==> src/design/fskid_pkg.sv <==
`timescale 1ns / 1ps
// Shared constants, types and codes of the FSK interval demodulator and deframer.
package fskid_pkg;

    localparam int TIME_W     = 16;
    localparam int THR_W      = 16;
    localparam int PERIOD_W   = 16;
    localparam int CHUNK_W    = 6;
    localparam int SUM_W      = 24;
    localparam int MAX_BITS   = 64;
    localparam int FRAME_LEN  = 11;
    localparam int BYTE_W     = 8;
    localparam int LIM_W      = PERIOD_W + CHUNK_W;
    localparam int CNT_W      = $clog2(MAX_BITS + 1);
    localparam int POS_W      = $clog2(FRAME_LEN);
    localparam int DIV_STEP_W = $clog2(SUM_W + 1);
    localparam int CFG_IDX_W  = 2;
    localparam int CFG_DATA_W = 16;

    // Register indexes of the configuration port.
    localparam logic [CFG_IDX_W-1:0] CFG_LOW_THR  = 2'd0;
    localparam logic [CFG_IDX_W-1:0] CFG_HIGH_THR = 2'd1;
    localparam logic [CFG_IDX_W-1:0] CFG_PERIOD   = 2'd2;
    localparam logic [CFG_IDX_W-1:0] CFG_CHUNK    = 2'd3;

    // Reset values of the configuration registers.
    localparam logic [THR_W-1:0]    RST_LOW_THR  = 16'd910;
    localparam logic [THR_W-1:0]    RST_HIGH_THR = 16'd1102;
    localparam logic [PERIOD_W-1:0] RST_PERIOD   = 16'd2600;
    localparam logic [CHUNK_W-1:0]  RST_CHUNK    = 6'd11;

    typedef struct packed {
        logic [THR_W-1:0]    low_thr;
        logic [THR_W-1:0]    high_thr;
        logic [PERIOD_W-1:0] period;
        logic [CHUNK_W-1:0]  chunk;
    } t_cfg;

    // Request to the emitter: send count copies of value.
    typedef struct packed {
        logic             load;
        logic             value;
        logic [CNT_W-1:0] count;
    } t_emit_load;

    // Request to the rounding divider.
    typedef struct packed {
        logic                start;
        logic [SUM_W-1:0]    dividend;
        logic [PERIOD_W-1:0] divisor;
    } t_div_req;

    typedef struct packed {
        logic             done;
        logic [CNT_W-1:0] count;
    } t_div_rsp;

endpackage

==> src/design/fskid_ifs.sv <==
`timescale 1ns / 1ps
// Valid/ready channel interfaces for capture times and demodulated bits.
interface fskid_in_if;
    logic                         valid;
    logic                         ready;
    logic [fskid_pkg::TIME_W-1:0] capture_time;

    modport source (output valid, output capture_time, input ready);
    modport sink (input valid, input capture_time, output ready);
endinterface

interface fskid_out_if;
    logic                         valid;
    logic                         ready;
    logic                         bit_value;
    logic                         byte_ready;
    logic [fskid_pkg::BYTE_W-1:0] data_byte;
    logic                         last;

    modport source (output valid, output bit_value, output byte_ready, output data_byte,
                    output last, input ready);
    modport sink (input valid, input bit_value, input byte_ready, input data_byte,
                  input last, output ready);
endinterface

==> src/design/fskid_divider.sv <==
`timescale 1ns / 1ps
// Bit-serial restoring divider that gives the rounded, saturated bit count of a run.
module fskid_divider (
    input  logic                i_clk,
    input  logic                i_rst_n,
    input  fskid_pkg::t_div_req i_req,
    output fskid_pkg::t_div_rsp o_rsp
);

    logic                                r_busy;
    logic                                r_fin;
    logic [fskid_pkg::DIV_STEP_W-1:0]    r_step;
    logic [fskid_pkg::SUM_W-1:0]         r_quo;
    logic [fskid_pkg::PERIOD_W-1:0]      r_rem;
    logic [fskid_pkg::PERIOD_W-1:0]      r_div;
    logic                                r_done;
    logic [fskid_pkg::CNT_W-1:0]         r_count;

    logic [fskid_pkg::PERIOD_W:0]        trial;
    logic                                fits;
    logic [fskid_pkg::PERIOD_W:0]        twice_rem;
    logic                                round_up;
    logic [fskid_pkg::SUM_W:0]           q_round;

    // One quotient bit per cycle; the partial remainder stays below the divisor.
    assign trial     = {r_rem, r_quo[fskid_pkg::SUM_W-1]};
    assign fits      = trial >= {1'b0, r_div};
    assign twice_rem = {r_rem, 1'b0};
    assign round_up  = twice_rem >= {1'b0, r_div};
    assign q_round   = {1'b0, r_quo} + {{fskid_pkg::SUM_W{1'b0}}, round_up};

    always_ff @(posedge i_clk) begin
        if (!i_rst_n) begin
            r_busy <= 1'b0;
            r_fin  <= 1'b0;
            r_done <= 1'b0;
            r_step <= '0;
        end else begin
            r_done <= 1'b0;
            r_fin  <= 1'b0;
            if (i_req.start) begin
                r_busy <= 1'b1;
                r_step <= fskid_pkg::DIV_STEP_W'(fskid_pkg::SUM_W);
            end else if (r_busy) begin
                r_step <= r_step - 1'b1;
                if (r_step == fskid_pkg::DIV_STEP_W'(1)) begin
                    r_busy <= 1'b0;
                    r_fin  <= 1'b1;
                end
            end
            if (r_fin) begin
                r_done <= 1'b1;
            end
        end
    end

    always_ff @(posedge i_clk) begin
        if (i_req.start) begin
            r_quo <= i_req.dividend;
            r_rem <= '0;
            r_div <= i_req.divisor;
        end else if (r_busy) begin
            r_quo <= {r_quo[fskid_pkg::SUM_W-2:0], fits};
            if (fits) begin
                r_rem <= fskid_pkg::PERIOD_W'(trial - {1'b0, r_div});
            end else begin
                r_rem <= trial[fskid_pkg::PERIOD_W-1:0];
            end
        end
        if (r_fin) begin
            if (q_round > (fskid_pkg::SUM_W + 1)'(fskid_pkg::MAX_BITS)) begin
                r_count <= fskid_pkg::CNT_W'(fskid_pkg::MAX_BITS);
            end else begin
                r_count <= q_round[fskid_pkg::CNT_W-1:0];
            end
        end
    end

    assign o_rsp.done  = r_done;
    assign o_rsp.count = r_count;

endmodule

==> src/design/fskid_emitter.sv <==
`timescale 1ns / 1ps
// Serial bit emitter with the UART frame deframer and the output register.
module fskid_emitter (
    input  logic                  i_clk,
    input  logic                  i_rst_n,
    input  fskid_pkg::t_emit_load i_load,
    output logic                  o_busy,
    fskid_out_if.source           o_out
);

    logic [fskid_pkg::CNT_W-1:0]       r_remaining;
    logic                              r_value;
    logic [fskid_pkg::POS_W-1:0]       r_pos;
    logic [fskid_pkg::FRAME_LEN-2:0]   r_shift;
    logic                              r_valid;
    logic                              r_bit;
    logic                              r_byte_ready;
    logic [fskid_pkg::BYTE_W-1:0]      r_byte;
    logic                              r_last;

    logic                              step;
    logic [fskid_pkg::POS_W-1:0]       n_pos;
    logic [fskid_pkg::FRAME_LEN-2:0]   n_shift;
    logic                              frame_done;

    assign step = (r_remaining != '0) && (!r_valid || o_out.ready);

    always_comb begin
        n_pos      = r_pos;
        n_shift    = r_shift;
        frame_done = 1'b0;
        if (r_pos == '0) begin
            if (!r_value) begin
                n_shift = '0;
                n_pos   = fskid_pkg::POS_W'(1);
            end
        end else begin
            n_shift = {r_value, r_shift[fskid_pkg::FRAME_LEN-2:1]};
            if (r_pos == fskid_pkg::POS_W'(fskid_pkg::FRAME_LEN - 1)) begin
                n_pos      = '0;
                frame_done = 1'b1;
            end else begin
                n_pos = r_pos + 1'b1;
            end
        end
    end

    always_ff @(posedge i_clk) begin
        if (!i_rst_n) begin
            r_remaining <= '0;
            r_pos       <= '0;
            r_shift     <= '0;
            r_valid     <= 1'b0;
        end else begin
            if (i_load.load) begin
                r_remaining <= i_load.count;
            end else if (step) begin
                r_remaining <= r_remaining - 1'b1;
            end
            if (step) begin
                r_pos   <= n_pos;
                r_shift <= n_shift;
                r_valid <= 1'b1;
            end else if (o_out.ready) begin
                r_valid <= 1'b0;
            end
        end
    end

    always_ff @(posedge i_clk) begin
        if (i_load.load) begin
            r_value <= i_load.value;
        end
        if (step) begin
            r_bit        <= r_value;
            r_byte_ready <= frame_done;
            r_byte       <= frame_done ? n_shift[fskid_pkg::BYTE_W-1:0] : '0;
            r_last       <= r_remaining == fskid_pkg::CNT_W'(1);
        end
    end

    assign o_busy           = r_remaining != '0;
    assign o_out.valid      = r_valid;
    assign o_out.bit_value  = r_bit;
    assign o_out.byte_ready = r_byte_ready;
    assign o_out.data_byte  = r_byte;
    assign o_out.last       = r_last;

endmodule

==> src/design/fskid_demod.sv <==
`timescale 1ns / 1ps
// Interval classifier and run accumulator that decides how many bits each edge releases.
module fskid_demod (
    input  logic                          i_clk,
    input  logic                          i_rst_n,
    input  logic                          i_accept,
    input  logic [fskid_pkg::TIME_W-1:0]  i_capture_time,
    input  fskid_pkg::t_cfg               i_cfg,
    input  logic [fskid_pkg::LIM_W-1:0]   i_chunk_lim,
    input  logic                          i_emit_busy,
    input  fskid_pkg::t_div_rsp           i_div_rsp,
    output logic                          o_idle,
    output fskid_pkg::t_div_req           o_div_req,
    output fskid_pkg::t_emit_load         o_emit
);

    typedef enum logic [2:0] {
        ST_IDLE  = 3'b001,
        ST_CLASS = 3'b010,
        ST_DIV   = 3'b100
    } t_state;

    typedef enum logic [2:0] {
        PH_FIRST = 3'b001,
        PH_SPACE = 3'b010,
        PH_MARK  = 3'b100
    } t_phase;

    t_state                          r_state, n_state;
    t_phase                          r_phase, n_phase;
    logic [fskid_pkg::TIME_W-1:0]    r_prev;
    logic [fskid_pkg::TIME_W-1:0]    r_d;
    logic [fskid_pkg::SUM_W-1:0]     r_sum, n_sum;
    logic                            r_flank, n_flank;

    logic                            gt_hi, lt_lo, lt_hi, decisive;
    logic [fskid_pkg::SUM_W:0]       sum_wide;
    logic [fskid_pkg::SUM_W-1:0]     sum_d;
    logic [fskid_pkg::SUM_W-1:0]     d_ext;

    assign gt_hi    = r_d > i_cfg.high_thr;
    assign lt_lo    = r_d < i_cfg.low_thr;
    assign lt_hi    = r_d < i_cfg.high_thr;
    assign d_ext    = fskid_pkg::SUM_W'(r_d);
    assign sum_wide = {1'b0, r_sum} + {1'b0, d_ext};
    assign sum_d    = sum_wide[fskid_pkg::SUM_W] ? '1 : sum_wide[fskid_pkg::SUM_W-1:0];
    assign decisive = (r_phase == PH_MARK) ? lt_lo : gt_hi;

    always_comb begin
        n_state            = r_state;
        n_phase            = r_phase;
        n_sum              = r_sum;
        n_flank            = r_flank;
        o_div_req.start    = 1'b0;
        o_div_req.dividend = r_sum;
        o_div_req.divisor  = i_cfg.period;
        o_emit.load        = 1'b0;
        o_emit.value       = 1'b1;
        o_emit.count       = fskid_pkg::CNT_W'(i_cfg.chunk);
        unique case (r_state)
            ST_IDLE: begin
                if (i_accept) begin
                    n_state = ST_CLASS;
                end
            end
            ST_CLASS: begin
                n_state = ST_IDLE;
                if ((r_phase == PH_MARK && gt_hi) ||
                    (r_phase == PH_SPACE && lt_lo && !gt_hi)) begin
                    // The run goes on; a long mark run flushes whole idle chunks.
                    n_sum = sum_d;
                    if (r_phase == PH_MARK && sum_d >= fskid_pkg::SUM_W'(i_chunk_lim)) begin
                        n_sum       = '0;
                        o_emit.load = 1'b1;
                    end
                end else if (r_phase == PH_MARK || r_phase == PH_SPACE) begin
                    // The run ends; a flank joins it once and always seeds the next run.
                    o_div_req.dividend = (!decisive && !r_flank) ? sum_d : r_sum;
                    n_flank            = !decisive;
                    n_sum              = d_ext;
                    n_phase            = (r_phase == PH_MARK) ? PH_SPACE : PH_MARK;
                    if (i_cfg.period != '0) begin
                        o_div_req.start = 1'b1;
                        n_state         = ST_DIV;
                    end
                end else begin
                    if (gt_hi) begin
                        n_phase = PH_MARK;
                        n_sum   = d_ext;
                    end else if (lt_hi) begin
                        n_phase = PH_SPACE;
                        n_sum   = d_ext;
                    end
                end
            end
            ST_DIV: begin
                o_emit.value = r_phase != PH_MARK;
                o_emit.count = i_div_rsp.count;
                if (i_div_rsp.done) begin
                    o_emit.load = 1'b1;
                    n_state     = ST_IDLE;
                end
            end
            default: begin
                n_state = ST_IDLE;
            end
        endcase
    end

    always_ff @(posedge i_clk) begin
        if (!i_rst_n) begin
            r_state <= ST_IDLE;
            r_phase <= PH_FIRST;
            r_prev  <= '0;
            r_sum   <= '0;
            r_flank <= 1'b0;
        end else begin
            r_state <= n_state;
            r_phase <= n_phase;
            r_sum   <= n_sum;
            r_flank <= n_flank;
            if (i_accept) begin
                r_prev <= i_capture_time;
            end
        end
    end

    always_ff @(posedge i_clk) begin
        if (i_accept) begin
            r_d <= i_capture_time - r_prev;
        end
    end

    assign o_idle = (r_state == ST_IDLE) && !i_emit_busy;

endmodule

==> src/design/fsk_interval_demod_uart_deframer_core.sv <==
`timescale 1ns / 1ps
// Top level of the FSK interval demodulator with UART deframer.
//
// Usage: i_in carries one transaction per captured signal edge (a 16-bit timer value).
// The block forms the interval since the previous capture, classes it as a mark, a
// space or a transition flank, and sums like half-periods into a run. When a run ends,
// a bit-serial divider rounds the run length to a bit count (at most 64); a long mark
// run releases idle_chunk ones at once. Each bit leaves on o_out as one transaction,
// together with the byte of a completed 11-bit UART frame and a flag on the last bit
// that the edge released.
// Timing: each accepted edge is classified; one that ends a run then goes through the
// divider when the period is not zero, and its bits leave one per cycle while o_out
// takes them. The next edge is taken once the last bit of the previous one sits in the
// output register.
// Configuration writes are registered; write only while the block is idle.
// Reset (synchronous, active low) restores the register defaults, clears the run, the
// phase and the deframer, and empties the output register.
// A stall on o_out holds the current bit in the output register and pauses the
// emitter and the deframer; no bit is lost or repeated.
module fsk_interval_demod_uart_deframer_core (
    input  logic                              i_clk,
    input  logic                              i_rst_n,
    input  logic                              i_cfg_we,
    input  logic [fskid_pkg::CFG_IDX_W-1:0]   i_cfg_index,
    input  logic [fskid_pkg::CFG_DATA_W-1:0]  i_cfg_data,
    fskid_in_if.sink                          i_in,
    fskid_out_if.source                       o_out
);

    fskid_pkg::t_cfg                  r_cfg;
    logic [fskid_pkg::LIM_W-1:0]      r_chunk_lim;
    logic                             idle;
    logic                             accept;
    logic                             emit_busy;
    fskid_pkg::t_div_req              div_req;
    fskid_pkg::t_div_rsp              div_rsp;
    fskid_pkg::t_emit_load            emit_load;

    // Configuration registers; all four indexes are defined.
    always_ff @(posedge i_clk) begin
        if (!i_rst_n) begin
            r_cfg.low_thr  <= fskid_pkg::RST_LOW_THR;
            r_cfg.high_thr <= fskid_pkg::RST_HIGH_THR;
            r_cfg.period   <= fskid_pkg::RST_PERIOD;
            r_cfg.chunk    <= fskid_pkg::RST_CHUNK;
        end else if (i_cfg_we) begin
            unique case (i_cfg_index)
                fskid_pkg::CFG_LOW_THR:  r_cfg.low_thr  <= i_cfg_data;
                fskid_pkg::CFG_HIGH_THR: r_cfg.high_thr <= i_cfg_data;
                fskid_pkg::CFG_PERIOD:   r_cfg.period   <= i_cfg_data;
                fskid_pkg::CFG_CHUNK:
                    r_cfg.chunk <= i_cfg_data[fskid_pkg::CHUNK_W-1:0];
                default: ;
            endcase
        end
    end

    // The idle-chunk limit in timer ticks, recomputed every cycle from the registers.
    // It is updated in the cycle after a write reaches the configuration registers.
    always_ff @(posedge i_clk) begin
        r_chunk_lim <= fskid_pkg::LIM_W'(r_cfg.period * r_cfg.chunk);
    end

    assign i_in.ready = idle;
    assign accept     = i_in.valid && idle;

    fskid_demod u_demod (
        .i_clk          (i_clk),
        .i_rst_n        (i_rst_n),
        .i_accept       (accept),
        .i_capture_time (i_in.capture_time),
        .i_cfg          (r_cfg),
        .i_chunk_lim    (r_chunk_lim),
        .i_emit_busy    (emit_busy),
        .i_div_rsp      (div_rsp),
        .o_idle         (idle),
        .o_div_req      (div_req),
        .o_emit         (emit_load)
    );

    fskid_divider u_divider (
        .i_clk   (i_clk),
        .i_rst_n (i_rst_n),
        .i_req   (div_req),
        .o_rsp   (div_rsp)
    );

    fskid_emitter u_emitter (
        .i_clk   (i_clk),
        .i_rst_n (i_rst_n),
        .i_load  (emit_load),
        .o_busy  (emit_busy),
        .o_out   (o_out)
    );

endmodule
==> src/flat_wrapper.sv <==
// flat-port wrapper written by rule: the top's interface ports become plain ports
module fsk_interval_demod_uart_deframer_core_flat 
  (i_clk, i_rst_n, i_cfg_we, i_cfg_index, i_cfg_data, i_in_valid, i_in_capture_time, i_in_ready, o_out_valid, o_out_bit_value, o_out_byte_ready, o_out_data_byte, o_out_last, o_out_ready);
  fskid_in_if i_in_i ();
  fskid_out_if o_out_i ();
  input  logic i_clk;
  input  logic i_rst_n;
  input  logic i_cfg_we;
  input  logic [fskid_pkg::CFG_IDX_W-1:0] i_cfg_index;
  input  logic [fskid_pkg::CFG_DATA_W-1:0] i_cfg_data;
  input wire logic [$bits(i_in_i.valid)-1:0] i_in_valid;
  input wire logic [$bits(i_in_i.capture_time)-1:0] i_in_capture_time;
  output wire logic [$bits(i_in_i.ready)-1:0] i_in_ready;
  output wire logic [$bits(o_out_i.valid)-1:0] o_out_valid;
  output wire logic [$bits(o_out_i.bit_value)-1:0] o_out_bit_value;
  output wire logic [$bits(o_out_i.byte_ready)-1:0] o_out_byte_ready;
  output wire logic [$bits(o_out_i.data_byte)-1:0] o_out_data_byte;
  output wire logic [$bits(o_out_i.last)-1:0] o_out_last;
  input wire logic [$bits(o_out_i.ready)-1:0] o_out_ready;
  assign i_in_i.valid = i_in_valid;
  assign i_in_i.capture_time = i_in_capture_time;
  assign i_in_ready = i_in_i.ready;
  assign o_out_valid = o_out_i.valid;
  assign o_out_bit_value = o_out_i.bit_value;
  assign o_out_byte_ready = o_out_i.byte_ready;
  assign o_out_data_byte = o_out_i.data_byte;
  assign o_out_last = o_out_i.last;
  assign o_out_i.ready = o_out_ready;
  fsk_interval_demod_uart_deframer_core u_core (.i_clk(i_clk), .i_rst_n(i_rst_n), .i_cfg_we(i_cfg_we), .i_cfg_index(i_cfg_index), .i_cfg_data(i_cfg_data), .i_in(i_in_i), .o_out(o_out_i));
endmodule
==> config.mk <==
export PLATFORM = sky130hd
export DESIGN_NAME = fsk_interval_demod_uart_deframer_core_flat
export DESIGN_NICKNAME = d
export VERILOG_FILES = /design/src/design/fskid_pkg.sv /design/src/design/fskid_ifs.sv /design/src/design/fskid_divider.sv /design/src/design/fskid_emitter.sv /design/src/design/fskid_demod.sv /design/src/design/fsk_interval_demod_uart_deframer_core.sv /design/src/flat_wrapper.sv
export SDC_FILE = /design/constraint.sdc
export NUM_CORES = 1
export LEC_CHECK = 0
export ABC_AREA = 1
export BUFFER_PORTS_ARGS = -buffer_cell sky130_fd_sc_hd__buf_4
export CAP_MARGIN = 20
export CORE_AREA = 3 3 233 235
export DETAILED_ROUTE_END_ITERATION = 10
export DIE_AREA = 0 0 236 238
export SYNTH_ARGS = -nofsm -noshare
export SYNTH_HDL_FRONTEND = slang
export SYNTH_HIERARCHICAL = 1
export SYNTH_SLANG_ARGS = --single-unit
==> constraint.sdc <==
create_clock -name i_clk -period 4.7 [get_ports i_clk]
set_input_delay 0.94 -clock i_clk [delete_from_list [all_inputs] [get_ports i_clk]]
set_output_delay 0.94 -clock i_clk [all_outputs]
set_load 0.02 [all_outputs]
After elaboration in Yosys (flattened, before gate mapping)
Cells that the tools add are included.
- register bits: 244
- input bits: 39
- output and inout bits: 13
- word-level logic and storage cells: 147
- $add $sub $neg: 7
- $mul: 1
- magnitude comparators: 7
- equal/unequal tests: 15
- muxes and demuxes: 48
- bitwise operators: 3
- reduce and logical (&&, ||, !) cells: 36
- operators by type and width (kind ; count):
    two-way mux 24 bit ; 9
    two-way mux 25 bit ; 3
    greater-or-equal comparator 17 x 16 -> 1 bit ; 2
    < comparator 16 bit ; 2
    subtractor 16 bit ; 2
    two-way mux 3 bit ; 9
    adder 24 x 1 -> 25 bit ; 1
    adder 24 x 16 -> 25 bit ; 1
    greater-than comparator 25 x 7 -> 1 bit (second input constant) ; 1
    greater-or-equal comparator 24 x 22 -> 1 bit ; 1
    multiplier 16 x 6 -> 22 bit ; 1
    two-way mux 7 bit ; 3
    two-way mux 10 bit ; 2
    greater-than comparator 16 bit ; 1
    two-way mux 16 bit ; 1
    nonzero test 16 bit ; 1
    two-way mux 1 bit ; 14
    AND reduction 2 bit ; 7
    two-way mux 4 bit ; 3
    two-way mux 5 bit ; 2
    case mux 3 bit (3 select lines) ; 1
    logical AND 1 bit ; 8
    equality test 7 x 1 -> 1 bit (second input constant) ; 1
    nonzero test 7 bit ; 1
    other kinds (25) ; 40

Depth between registers and ports, before layout
- depth in word-level cells: 9
- mapped depth: 36
- depth with buffers taken out: 35

By module
Netlist, hierarchy kept.
- by module, submodules not included (module ; instances ; cells each ; area each (µm²) ; sequential area each (µm²)):
    fskid_demod ; 1 ; 934 ; 6394.9 ; 1421.4
    fsk_interval_demod_uart_deframer_core ; 1 ; 794 ; 5625.4 ; 1521.5
    fskid_divider ; 1 ; 604 ; 4523.1 ; 1891.8
    fskid_emitter ; 1 ; 217 ; 1702.9 ; 800.8

Worst setup path after synthesis
Ideal clock, no wire load.
- kind: reg2reg
- start: register u_core/u_demod/r_d[0] (netlist name)
- end: register u_core/u_emitter/r_remaining[1] (netlist name)
- setup time: 0.072 ns
- data arrival time: 3.869 ns
- required time: 4.628 ns
- slack: 0.759 ns
- stages on the path, launching flop included: 37
- path buffers: 3
- period minus slack after synthesis: 3.941 ns
- cell sequence: edfxtp_1 -> ha_1 -> fa_1 -> nand2_1 -> inv_1 -> nand2_1 -> nand3_1 -> nand2_1 -> nand2_2 -> nand2_2 -> nand2_4 -> inv_4 -> buf_2 -> nand3_1 -> ha_1 -> nand2_1 -> inv_1 -> nand2_1 -> nand2_1 -> nand2_1 -> nand2_1 -> nand2_1 -> nand2_1 -> nand2_1 -> nand2_1 -> nand2_1 -> nand2_1 -> nand2_1 -> nand2_2 -> nand2_4 -> buf_6 -> o22ai_1 -> clkbuf_1 -> nand2_1 -> o21ai_0 -> nand2_1 -> a21oi_1
- RTL lines (item ; line ; text):
    start, declared ; fskid_demod.sv:32 ; logic [fskid_pkg::TIME_W-1:0] r_d;
    start signal, assigned ; fskid_demod.sv:130 ; r_d <= i_capture_time - r_prev;
    end signal, assigned ; fskid_emitter.sv:56 ; r_remaining <= i_load.count;
    end signal, assigned ; fskid_emitter.sv:58 ; r_remaining <= r_remaining - 1'b1;
    end, declared ; fskid_emitter.sv:11 ; logic [fskid_pkg::CNT_W-1:0] r_remaining;

==> impl_metrics.env <==
export IMPL_ctsHoldBuffers=0
export IMPL_place_gp_congestion=0.917
export IMPL_finalNetCount=2813
export IMPL_post_cts_resized=0
export IMPL_hold_viol_final=0
export IMPL_cts_sinks=244
export IMPL_antenna_found_initial=0
export IMPL_grt_start_max_net_pins=58
export IMPL_pwr_share_clk=0.302
export IMPL_pin_count=52
export IMPL_cts_tree="done"
export IMPL_p_leak_nw=10.2
export IMPL_tns_ns=0
export IMPL_syn_nets=2788
export IMPL_h_tree_depth=1
export IMPL_num_vias=15904
export IMPL_synth_warning_count=6
export IMPL_crit_path_max_fanout=18
export IMPL_grt_pass1_vias=15726
export IMPL_n_fill_cell=5395
export IMPL_cts_setup_buffers=0
export IMPL_drt_first_pass_iters=5
export IMPL_max_freq_mhz=232
export IMPL_combPwrFrac=0.354
export IMPL_start_util=0.348
export IMPL_fp_dieW_um=236
export IMPL_startpoint="u_core/u_demod/r_d[0]$_DFFE_PP_"
export IMPL_crit_arrival_ns=4.76
export IMPL_crit_buf_inv=5
export IMPL_holdPathStages=2
export IMPL_drv_cap=0
export IMPL_clock_latency_ns=0.60
export IMPL_status="finished clean"
export IMPL_die_area_sq_um=56200
export IMPL_min_period_ns=4.31
export IMPL_peakVddDrop_mv=0.421
export IMPL_crit_path_start_kind="register"
export IMPL_fin_ws_ns=0.387
export IMPL_place_ws_ns=0.528
export IMPL_synth_area_top_cells="dfxtp_1 (19%), nand2_1 (13%), edfxtp_1 (12%)"
export IMPL_antenna_left=0
export IMPL_whs_ns=0.458
export IMPL_grt_setup_unrepaired="no"
export IMPL_clockBufferDepth=3
export IMPL_cpMaxStageDelayCell="edfxtp_1"
export IMPL_setup_violations=0
export IMPL_via_per_inst=4.84
export IMPL_synth_avg_cell_area_sq_um=7.16
export IMPL_drive_above_1_share=0.0920
export IMPL_crit_path_end_kind="register"
export IMPL_drtIter0Drc=1143
export IMPL_hp_class="register to register"
export IMPL_clk_pin_slew_worst_paths_ns=0.06
export IMPL_internal_power_w=0.00493
export IMPL_rr_worst_depth=34
export IMPL_synth_seq_cells=244
export IMPL_cp_required_ns=5.14
export IMPL_synth_commonest_cells="nand2_1 (632), inv_1 (466), nor2_1 (229)"
export IMPL_cts_root_buf="clkbuf_16"
export IMPL_cp_num_cells=34
export IMPL_seqPwrFrac=0.344
export IMPL_crit_family="simple AND/OR/NAND/NOR gates"
export IMPL_tightestPinTransition_ns=0.949
export IMPL_yosysTopAreaCell="dfxtp_1"
export IMPL_power_w=0.00799
export IMPL_antennaDiodeCount=0
export IMPL_synth_most_common_cell="nand2_1"
export IMPL_crit_type="register to register"
export IMPL_routedWlPerCell_um=14.6
export IMPL_rows=84
export IMPL_switching_share=0.383
export IMPL_drcViolationCount=0
export IMPL_core_sq_um=52400
export IMPL_syn_to_final_growth_pct=10.8
export IMPL_power_density_nw_per_um2=395
export IMPL_ys_types=59
export IMPL_hp_start="u_core/u_emitter/r_shift[9]$_SDFFE_PN0P_"
export IMPL_synth_edf_count=75
export IMPL_holdPathEnd="u_core/u_emitter/r_shift[8]$_SDFFE_PN0P_"
export IMPL_dpl_hpwl_mm=37.2
export IMPL_grt_pass1_wl_mm=79.5
export IMPL_netlist_area_sq_um=18200
export IMPL_synth_main_ff_cell="dfxtp_1"
export IMPL_r2r_start="u_core/u_demod/r_d[0]$_DFFE_PP_"
export IMPL_finClkSkew_ns=0.0445
export IMPL_slew_headroom=0.367
export IMPL_seq_area_frac_synth=0.309
export IMPL_crit_top_cell="nand2_1"
export IMPL_async_flop_share=0
export IMPL_timing_rr_end="u_core/u_emitter/r_remaining[0]$_SDFFE_PN0P_"
export IMPL_die_h_um=238
export IMPL_slew_viol_final=0
export IMPL_max_stage_delay_ns=0.42
export IMPL_syn_inst=2549
export IMPL_globalRouteOverflowTotal=0
export IMPL_synth_top_cell_area_share=0.185
export IMPL_p_switching_w=0.00306
export IMPL_port_buffers=51
export IMPL_post_route_period_util=0.918
export IMPL_grt_usage=0.171
export IMPL_cts_buffers=31
export IMPL_routed_wl_mm=48.1
export IMPL_r2r_slack_ns=0.39
cells by family (layout without fill, tap and decap cells):
| family | count (synthesis) | count (layout) | synth area share |
|---|---|---|---|
| AND/OR/NAND/NOR | 1138 | 1138 | 0.272 |
| buffers and inverters | 562 | 612 | 0.125 |
| AO/OA/AOI/OAI | 361 | 361 | 0.112 |
| flip-flops | 244 | 244 | 0.309 |
| adder cells (fa/ha/maj) | 200 | 200 | 0.162 |
| XOR/XNOR | 44 | 44 | 0.0211 |
cells in the final DEF (no fill, tap or decap), drive strengths merged:
cell,n
nand3,144
o31ai,1
nand3b,2
o21bai,4
xnor2,20
fa,60
o22ai,7
clkbuf,32
clkinv,17
and2,3
edfxtp,75
and3,1
nor4,4
a211oi,3
xor2,24
nor2,245
a21oi,177
a21o,9
o211ai,3
dfxtp,169
a21boi,4
nor3,20
o21a,1
clkinvlp,2
nand4,51
o21ai,141
inv,486
ha,140
a31oi,8
or2,16
buf,72
o2111ai,1
a2111oi,1
nand2,652
bufinv,3
o221ai,1
per-stage QoR:
stage          area (sq um)  cells   util
2_1_floorplan         18200   2549      -
3_3_place_gp          19200   3227  0.366
3_5_place_dp          19200   3228  0.366
4_1_cts               20200   3286  0.385
5_1_grt               20200   3287  0.386
6_report              20200   3287  0.386
flip-flops by register name, indices dropped and copies added, names as in the netlist, 3 cells and up:
register and cells:
u_core/u_emitter/r_pos 4, u_core/u_demod/r_prev 16, u_core/u_divider/r_step 5, u_core/u_emitter/o_out.data_byte 8
u_core/u_demod/r_phase 3, u_core/u_divider/r_count 7, u_core/u_demod/r_sum 24, u_core/r_cfg 54
u_core/u_demod/r_state 3, u_core/u_emitter/r_remaining 7, u_core/u_divider/r_rem 16, u_core/u_divider/r_div 16
u_core/u_demod/r_d 16, u_core/r_chunk_lim 22, u_core/u_divider/r_quo 24, u_core/u_emitter/r_shift 10
how the worst max path moves through the flow:
stage,to
2_1_floorplan,u_core/u_emitter/r_remaining[1]$_SDFFE_PN0P_
3_3_place_gp,u_core/u_emitter/r_remaining[4]$_SDFFE_PN0P_
3_5_place_dp,u_core/u_emitter/r_remaining[0]$_SDFFE_PN0P_
4_1_cts,u_core/u_emitter/r_remaining[0]$_SDFFE_PN0P_
5_1_grt,u_core/u_emitter/r_remaining[3]$_SDFFE_PN0P_
6_report,u_core/u_emitter/r_remaining[0]$_SDFFE_PN0P_
worst register-to-register path, delay by kind of cell (launching register included):
kind,cells,cell delay (ns)
AOI/OAI and AO/OA,3,0.57
buffers and inverters,5,0.61
DFF,1,0.42
adders and majority gates,3,1.00
and+or+nand+nor,23,1.57
final cells by class:
| cell class | instances | area (sq um) | area share |
|---|---|---|---|
| multi-input combinational | 1743 | 10300 | 0.511 |
| tap | 688 | 861 | 0.0426 |
| inverter | 481 | 1810 | 0.0895 |
| clock inverter | 27 | 254 | 0.0126 |
| sequential | 244 | 5640 | 0.279 |
| clock buffer | 31 | 776 | 0.0384 |
| timing repair buffer | 73 | 552 | 0.0273 |
routing by layer:
layer,vias up,global-route usage,wire length (um)
li1,8106,-,-
met1,7374,0.224,22000
met2,344,0.291,22400
met3,80,0.0210,1990
met4,0,0.0597,1740
met5,-,0,0
power by group through the flow:
stage / Combinational [W] / Clock, W / Sequential [W]
global placement: 0.00276 / 0 / 0.00278
global route: 0.00324 / 0.00256 / 0.00279
floorplan: 0.00208 / 0 / 0.00277
CTS: 0.00283 / 0.00248 / 0.00275
detailed placement: 0.00281 / 0 / 0.00279
finish: 0.00283 / 0.00241 / 0.00275
No activity file was read; power rests on OpenSTA's default activity.
